### config.mk
export PLATFORM = sky130hd
export DESIGN_NAME = rcit_ctrl
export DESIGN_NICKNAME = d
export VERILOG_FILES = /design/src/hdl/rcit_pkg.sv /design/src/hdl/rcit_ctrl.sv
export VERILOG_INCLUDE_DIRS = /design/src /design/src/hdl
export SDC_FILE = /design/constraint.sdc
export NUM_CORES = 1
export LEC_CHECK = 0
export BUFFER_PORTS_ARGS = -buffer_cell sky130_fd_sc_hd__buf_2
export CAP_MARGIN = 20
export CORE_AREA = 5 5 42 44
export DETAILED_ROUTE_END_ITERATION = 7
export DIE_AREA = 0 0 47 49
export PLACE_DENSITY = 0.47
export SLEW_MARGIN = 20
export SYNTH_ARGS = -nofsm -noshare
export SYNTH_HDL_FRONTEND = slang
export SYNTH_SLANG_ARGS = --single-unit
### constraint.sdc
create_clock -name clock -period 1.25 [get_ports clock]
set_input_delay 0.0625 -clock clock [delete_from_list [all_inputs] [get_ports clock]]
set_output_delay 0.0625 -clock clock [all_outputs]
set_load 0.005 [all_outputs]
### src/hdl/rank_counting_insert_tree_defines.svh
// Assertion macros used by the rank counting insert tree controller.
`ifndef RANK_COUNTING_INSERT_TREE_DEFINES_SVH
`define RANK_COUNTING_INSERT_TREE_DEFINES_SVH

`ifndef SYNTH
// Holds at every clock edge outside reset.
`define RCIT_ASSERT(name, prop, msg) \
   name: assert property (@(posedge clock) disable iff (reset) (prop)) else $error(msg);
// Antecedent in one cycle implies consequent in the next.
`define RCIT_ASSERT_NEXT(name, ante, cons, msg) \
   name: assert property (@(posedge clock) disable iff (reset) (ante) |=> (cons)) \
      else $error(msg);
`else
`define RCIT_ASSERT(name, prop, msg)
`define RCIT_ASSERT_NEXT(name, ante, cons, msg)
`endif

`endif

### src/hdl/rcit_pkg.sv
// Package: types, codes and defaults of the rank counting insert tree.
`timescale 1ns / 1ps
`default_nettype none

package rcit_pkg;

   localparam int MAX_LEVELS_DEF = 16;
   localparam int COUNT_BITS_DEF = 32;

   localparam int LEVEL_W = 5;
   localparam logic [LEVEL_W-1:0] LEVELS_RESET = 5'd16;

   localparam logic [1:0] OP_GREATER = 2'd0;
   localparam logic [1:0] OP_SMALLER = 2'd1;
   localparam logic [1:0] OP_CLEAR   = 2'd2;

   localparam logic [1:0] STATUS_OK    = 2'd0;
   localparam logic [1:0] STATUS_RANGE = 2'd1;
   localparam logic [1:0] STATUS_FULL  = 2'd2;

   localparam logic [1:0] KIND_INSERT = 2'd0;
   localparam logic [1:0] KIND_CLEAR  = 2'd1;
   localparam logic [1:0] KIND_REJECT = 2'd2;

   typedef struct packed {
      logic [1:0]  operation;
      logic [15:0] value;
   } req_type;

   typedef struct packed {
      logic [31:0] rank_count;
      logic [1:0]  status;
   } rsp_type;

   typedef struct packed {
      logic load;
      logic issue_path;
      logic issue_child;
      logic clr_step;
   } ctl_cmd_type;

   typedef struct packed {
      logic [1:0] kind;
      logic       path_last;
      logic       has_child;
      logic       clr_last;
   } ctl_sts_type;

endpackage

`default_nettype wire

### src/hdl/rcit_ctrl.sv
// Controller: sequences clear sweeps, tree walks and the result beat.
`timescale 1ns / 1ps
`default_nettype none
`include "rank_counting_insert_tree_defines.svh"

module rcit_ctrl (
   input  logic                      clock,
   input  logic                      reset,
   input  logic                      start,
   input  rcit_pkg::ctl_sts_type     sts,
   output logic                      busy,
   output logic                      rsp_valid,
   output rcit_pkg::ctl_cmd_type     cmd
);
   import rcit_pkg::*;

   localparam logic [2:0] ST_INIT  = 3'd0;
   localparam logic [2:0] ST_IDLE  = 3'd1;
   localparam logic [2:0] ST_WALK  = 3'd2;
   localparam logic [2:0] ST_CHILD = 3'd3;
   localparam logic [2:0] ST_DRAIN = 3'd4;
   localparam logic [2:0] ST_CLEAR = 3'd5;
   localparam logic [2:0] ST_RESP  = 3'd6;

   logic [2:0] state_ff;
   logic [2:0] state_in;

   always_comb begin
      state_in = state_ff;
      cmd      = '0;
      unique case (state_ff)
         ST_INIT: begin
            cmd.clr_step = 1'b1;
            if (sts.clr_last) begin
               state_in = ST_IDLE;
            end
         end
         ST_IDLE: begin
            if (start) begin
               cmd.load = 1'b1;
               unique case (sts.kind)
                  KIND_INSERT: state_in = ST_WALK;
                  KIND_CLEAR:  state_in = ST_CLEAR;
                  default:     state_in = ST_RESP;
               endcase
            end
         end
         ST_WALK: begin
            cmd.issue_path = 1'b1;
            if (sts.path_last) begin
               state_in = sts.has_child ? ST_CHILD : ST_DRAIN;
            end
         end
         ST_CHILD: begin
            cmd.issue_child = 1'b1;
            state_in        = ST_DRAIN;
         end
         ST_DRAIN: begin
            // last read data is folded in this cycle
            state_in = ST_RESP;
         end
         ST_CLEAR: begin
            cmd.clr_step = 1'b1;
            if (sts.clr_last) begin
               state_in = ST_RESP;
            end
         end
         ST_RESP: begin
            state_in = ST_IDLE;
         end
         default: begin
            state_in = ST_INIT;
         end
      endcase
   end

   always_ff @(posedge clock) begin
      if (reset) begin
         state_ff <= ST_INIT;
      end else begin
         state_ff <= state_in;
      end
   end

   assign busy      = (state_ff != ST_IDLE);
   assign rsp_valid = (state_ff == ST_RESP);

   `RCIT_ASSERT_NEXT(a_accept_goes_busy, start && !busy, busy, "accepted beat did not raise busy")
   `RCIT_ASSERT_NEXT(a_single_strobe, rsp_valid, !rsp_valid, "result strobe held two cycles")
   `RCIT_ASSERT_NEXT(a_resp_to_idle, state_ff == ST_RESP, state_ff == ST_IDLE, "no return to idle")
   `RCIT_ASSERT(a_drain_after_walk, (state_ff != ST_DRAIN) || ($past(state_ff) == ST_WALK) || ($past(state_ff) == ST_CHILD), "drain without walk")

endmodule

`default_nettype wire

Word-level counts from Yosys, hierarchy flattened
Index checks and enable logic that the tools add are counted.
{"block": "classes", "mux": 12, "mul": 0, "div": 0, "n_lt_le_gt_ge": 0, "addsub": 0, "bitwise": 0, "n_eq_ne": 12, "shift": 0, "reduce_logical": 4}
{"op": "$pmux 3 s7", "count": 1}
{"op": "$mux 3", "count": 5}
{"op": "$eq 3x3->1 const B", "count": 3}
{"op": "$ne 2x2->1 const B", "count": 4}
{"op": "$eq 3x2->1 const B", "count": 2}
{"op": "$pmux 3 s2", "count": 1}
{"op": "$mux 1", "count": 5}
{"op": "$reduce_and 4->1", "count": 1}
{"op": "$eq 3x1->1 const B", "count": 1}
{"op": "$logic_not 3->1", "count": 1}
{"op": "$ne 3x1->1 const B", "count": 1}
{"op": "$eq 2x1->1 const B", "count": 1}
{"op": "$logic_not 2->1", "count": 1}
{"op": "$reduce_or 2->1", "count": 1}
{"block": "totals", "n_memories": 0, "output_inout_bits": 6, "ramBits": 0, "latch_bits": 0, "romBits": 0, "ff_bits": 3}

Logic depth before layout (Yosys ltp)
Gate-level depths: netlist of run 1.
{"block": "logic_depth", "word_depth": 4, "mapped_depth": 5, "depth_no_buf": 4}

Least setup slack after synthesis of run 1
No wires, ideal clock.
{"block": "synth_timing", "kind": "register to register", "start": "reg state_ff[0]", "end": "reg state_ff[1]", "n_path_buf": 1, "required_time_ps": 1149, "path_slack_ps": 8, "setup_time_ps": 101, "arrival_time_ps": 1141, "stages_incl_launch_ff": 5, "path_cell_list": "dfxtp_1 buf_2 a21oi_1 or4b_1 o41ai_1"}
{"block": "synth_via", "elab_chain_len": 3}
{"item": "from (decl)", "line": "rcit_ctrl.sv:25", "text": "logic [2:0] state_ff;"}
{"item": "from (signal assigned)", "line": "rcit_ctrl.sv:81", "text": "state_ff <= state_in;"}
{"item": "$eq 3x2->1, or another cell as far along", "line": "rcit_ctrl.sv:31", "text": "unique case (state_ff)"}
{"item": "$ne 2x2->1 (no line)"}
{"item": "$reduce_and 4->1 (no line)"}
Several ways; a longest one is shown, not always the timed one.
A chain may end at the register's enable or synchronous reset.

Worst setup path in the final report of run 1
Same ends and word-level chain as after synthesis.

==> results of run 1 <==
[layout make-up]
class / count / area share [%]
multi-input combinational: 34 / 47.6
timing repair buffer: 24 / 29.6
sequential: 3 / 12.1
clock buffer: 4 / 4.90
tap: 16 / 3.73
inverter: 3 / 2.10
[per-layer routing]
layer  track usage [%]  vias up  wire length [um]
li1                  -      200                 -
met1              11.0      189               423
met5                 0        -                 0
met4              8.29        0                22
met3              1.48        2                58
met2              15.2       11               512
[synth_stat cells]
master     n  area share [%]
o31ai_1    2             5.1
o41ai_1    1             3.0
a21boi_1   1             2.6
xor2_1     1             3.0
o21ai_1    1             1.7
nand2b_1   2             4.3
or3b_2     1             3.0
o21ai_0    3             5.1
mux2i_1    1             3.4
or2b_1     1             2.6
inv_1      2             2.6
dfxtp_1    3              21
a22oi_2    1             4.3
and3_1     1             2.1
nor3_1     2             3.4
a21oi_1    3             5.1
o2bb2ai_1  1             3.0
inv_2      1             1.3
nand2_1    1             1.3
buf_2      2             3.4
or2_1      1             2.1
nor2_1     8              10
or4b_1     1             3.4
and2b_4    1             3.4
[power by group]
group	leakage [nW]	total [mW]	switching (mW)	internal, mW
sequential	0.0257	0.177	0.0351	0.142
clock	0.0150	0.169	0.0498	0.120
combinational	0.218	0.783	0.364	0.419
[per-stage QoR]
step | power (mW) | cell area, um2 | hold slack [ns] | worst slack, ns | utilization, %
finish | 1.13 | 537 | 0.127 | -0.0881 | 38.3
global route | 1.23 | 537 | 0.119 | -0.121 | 38.3
CTS | 1.05 | 502 | 0.104 | -0.0870 | 35.8
detailed placement | 0.780 | 428 | 0.339 | -0.0660 | 30.5
global placement | 0.780 | 428 | 0.346 | -0.0431 | 30.5
floorplan | 0.504 | 293 | 0.164 | 0.00769 | -
[critical path, cell delays in order, from the launching register on]
cell,delay [ns]
dfxtp_4,0.35
buf_6,0.13
a22oi_2,0.21
or4b_4,0.49
o41ai_2,0.06
[cells by family after synthesis]
group | share of synthesized area, %
flip-flops | 20.5
buffers and inverters | 7.26
AND/OR/NAND/NOR | 35.9
multiplexers | 3.42
AO/OA/AOI/OAI | 29.9
XOR/XNOR | 2.99
[final timing paths]
check	start	slack, ns	end
worst max-delay path	state_ff[0]$_SDFFE_PP0P_	-0.09	state_ff[1]$_SDFFE_PP0P_
worst min-delay path	reset	0.13	state_ff[0]$_SDFFE_PP0P_
worst max register to register	state_ff[0]$_SDFFE_PP0P_	-0.09	state_ff[1]$_SDFFE_PP0P_
worst min register to register	state_ff[1]$_SDFFE_PP0P_	0.67	state_ff[1]$_SDFFE_PP0P_
[repair_timing]
action | CTS | global route
setup buffers | 3 | 0
hold buffers | 0 | 0
resized for setup | 7 | 7
gates cloned | 0 | 0
pin swaps | 5 | 6
endpoints found under the setup margin | 6 | 5
==> results.toml, run 1 <==
[critical_path]
critPathKind = "reg -> reg"
crit_arrival_ns = 1.47
critPathLaunchType = "flop"
reg2reg_depth = 4
crit_fanout = 5
required_ns = 1.38
worstSetupEndpointType = "flop"

[worst_hold_path]
hold_depth = 2
hold_path.class = "in -> reg"

[synthesis]
ys_types = 24
avgSynthCellArea_um2 = 6.97
synth_nets = 50
yosysSeqAreaShare_pct = 20.5
ys.warnings.count = 0
ys_ff_latch = 3
netlist_area_um2 = 293
syn_inst = 42

[sta]
relSlewSlack_pct = 84.1
fin_ws_ns = -0.0881
period_share_pct = 107
finalHoldViolCount = 0
period_minus_slack_ns = 1.34
clock.fmax_mhz = 747
finalSetupViolations = 3
slew_viol_final = 0
grt_setup_unrepaired = "true"
tns_ns = -0.156
fin_skew_ns = 0.000507
worst_pin_slew_ns = 0.236

[cells_and_area]
fin_cells = 84
largest_reg_flops = 3
synthToLayoutAreaGrowth_pct = 83.3
mostFrequentLayoutCells = "buf_2 (13), nor2_1 (8), buf_4 (8)"
fin_nets = 77
final_common_cell = "buf_2"
multi_input_area_um2 = 255
seq_area_um2 = 65.1
filler_cell_count = 169
reg_top3 = "state_ff: 3 flops"
regMostFlops = "state_ff"
drive_gt1_share_pct = 57.4
n_antenna_cell = 0

[grt]
grt_antenna_before_repair = 0
grt_pass1_wl_um = 1640
grt_pass1_vias = 400
grt_overflow = 0
grt_use_total_pct = 9.78
grt_max_degree = 11

[run]
drv_cap = 0

[placed_design]
gp_congestion = 0.796
dp_hpwl_um = 686
placed_cells = 77
io_buffer_count = 13

[pwr]
power.leakage_nw = 0.258
powerDensity_nw_per_um2 = 2110
ir_drop_mv = 0.789

[cts]
clock_sinks = 3
clkLatencyLatePin_ns = 0.23
cts_made_buffers = 3
cts_tree = "built"
clkTransAtPathRegs_ns = 0.04
htree_levels = 1
root_buffer = "clkbuf_4"
cts_buffer_depth = 2

[route]
drc = 0
route.final.wire_length_um = 1020
vias = 402
firstDrtPassIters = 2
wl_per_cell_um = 12.1
ant_nets = 0
avgViaCountPerCell = 4.79
drtIter0Drc = 6

[floorplan]
core.rowCount = 14
core_um2 = 1400
initial_core_util_pct = 20.9
die_w_um = 47
die_area_um2 = 2300
die_h_um = 49
ioPinCount = 14

[outcome]
status = "finished, violations left"
violations = "negative setup slack"
(Power assumes the default switching activity.)
==> inputs of run 2 (changes only) <==
--- a/config.mk
+++ b/config.mk
@@ -11,7 +11,8 @@
 export CORE_AREA = 5 5 42 44
 export DETAILED_ROUTE_END_ITERATION = 7
 export DIE_AREA = 0 0 47 49
-export PLACE_DENSITY = 0.47
+export PLACE_DENSITY = 0.45
+export SKIP_CTS_REPAIR_TIMING = 1
 export SLEW_MARGIN = 20
 export SYNTH_ARGS = -nofsm -noshare
 export SYNTH_HDL_FRONTEND = slang
==> constraint.sdc (replaced) <==
create_clock -name clock -period 1.4 [get_ports clock]
set_input_delay 0.07 -clock clock [delete_from_list [all_inputs] [get_ports clock]]
set_output_delay 0.07 -clock clock [all_outputs]
set_load 0.005 [all_outputs]
==> run 2 against run 1 <==
The flow now finishes without violations. Fmax rose by 2.2%. Clock skew barely moved. Register-to-register slack improved by 0.18 ns. Via count fell by 10%. Critical path type unchanged. Flip-flop and latch count did not move. Critical endpoint is now state_ff[2]$_SDFFE_PP0P_.
==> results.toml, run 2 (same netlist as run 1, synthesis figures left out) <==
[cells_and_area]
multi_input_area_um2 = 211
final_common_cell = "buf_2"
regMostFlops = "state_ff"
filler_cell_count = 168
seq_area_um2 = 61.3
reg_top3 = "state_ff: 3 flops"
n_antenna_cell = 0
mostFrequentLayoutCells = "buf_2 (13), nor2_1 (8), buf_4 (6)"
fin_nets = 72
synthToLayoutAreaGrowth_pct = 50.4
fin_area_um2 = 440
drive_gt1_share_pct = 42.9
largest_reg_flops = 3

[grt]
grt_use_total_pct = 8.87
grt_overflow = 0
grt_antenna_before_repair = 0
grt_pass1_vias = 360
grt_pass1_wl_um = 1460
grt_max_degree = 11

[placed_design]
dpl_cell_area_um2 = 405
io_buffer_count = 13
gp_congestion = 0.692
dp_hpwl_um = 646

[sta]
fin_skew_ns = 0.000167
clock.fmax_mhz = 763
finalHoldViolCount = 0
fin_hold_ws_ns = 0.0917
period_share_pct = 93.6
finalSetupViolations = 0
tns_ns = 0
grt_setup_unrepaired = "false"
relSlewSlack_pct = 83.8
worst_pin_slew_ns = 0.240
period_minus_slack_ns = 1.31
slew_viol_final = 0

[route]
drtIter0Drc = 5
route.final.wire_length_um = 806
ant_nets = 0
wl_per_cell_um = 10.2
firstDrtPassIters = 3
drc = 0
vias = 361
avgViaCountPerCell = 4.57

[cts]
root_buffer = "clkbuf_4"
cts_buffer_depth = 2
cts_tree = "built"
clock_sinks = 3
clkLatencyLatePin_ns = 0.24
htree_levels = 1
cts_made_buffers = 3
clkTransAtPathRegs_ns = 0.04

[critical_path]
crit_fanout = 4
reg2reg_depth = 4
critPathKind = "reg -> reg"
critPathLaunchType = "flop"
worstSetupEndpointType = "flop"
required_ns = 1.55
crit_arrival_ns = 1.46

[worst_hold_path]
hold_depth = 2
hold_path.class = "in -> reg"

[floorplan]
core_um2 = 1400
die_h_um = 49
core.rowCount = 14
initial_core_util_pct = 20.9
die_area_um2 = 2300
die_w_um = 47
ioPinCount = 14

[run]
drv_cap = 0

[pwr]
ir_drop_mv = 0.638
power.leakage_nw = 0.213
powerDensity_nw_per_um2 = 1840

[outcome]
status = "complete, no violations"
[run 2: cell type report]
type                    instances  area share [%]
clock buffers                   4            5.97
inverters                       3            2.56
multi-input cells              34            48.0
flip-flops and latches          3            13.9
well taps                      16            4.55
repair buffers                 19            25.0
[run 2: path summary, 6_finish.rpt]
check                                              start                        to  slack [ns]
worst min register to register  state_ff[0]$_SDFFE_PP0P_  state_ff[1]$_SDFFE_PP0P_        0.64
worst max-delay path            state_ff[0]$_SDFFE_PP0P_  state_ff[2]$_SDFFE_PP0P_        0.09
worst min-delay path                               reset  state_ff[0]$_SDFFE_PP0P_        0.09
worst max register to register  state_ff[0]$_SDFFE_PP0P_  state_ff[2]$_SDFFE_PP0P_        0.09
[run 2: per-stage QoR]
stage                     cells  power [mW]  utilization, %  worst slack, ns
after floorplan              42       0.450               -            0.158
after global placement       74       0.652            28.9            0.107
after detailed placement     74       0.645            28.9            0.102
after CTS                    78       0.805            30.8           0.0199
after global routing         79       0.915            31.4           0.0263
final                        79       0.812            31.4           0.0901
[run 2: worst max-delay path: stages (launching register included)]
cell and delay [ns]:
dfxtp_2 0.34, or2b_1 0.24, buf_4 0.14, or3b_2 0.43, o31ai_1 0.07
[run 2: power by group]
group / switching, mW / internal [mW] / leakage (nW) / total [mW]
Sequential: 0.0257 / 0.121 / 0.0249 / 0.146
Clock: 0.0484 / 0.107 / 0.0150 / 0.155
Combinational: 0.250 / 0.260 / 0.173 / 0.511
Total: 0.324 / 0.488 / 0.213 / 0.812
[run 2: routing by layer]
layer	part of all wire [%]	routed length (um)	global-route usage, %
met5	0	0	0
met4	4.7	38	8.29
met3	3.8	31	2.21
met2	47	380	12.2
met1	44	355	10.5
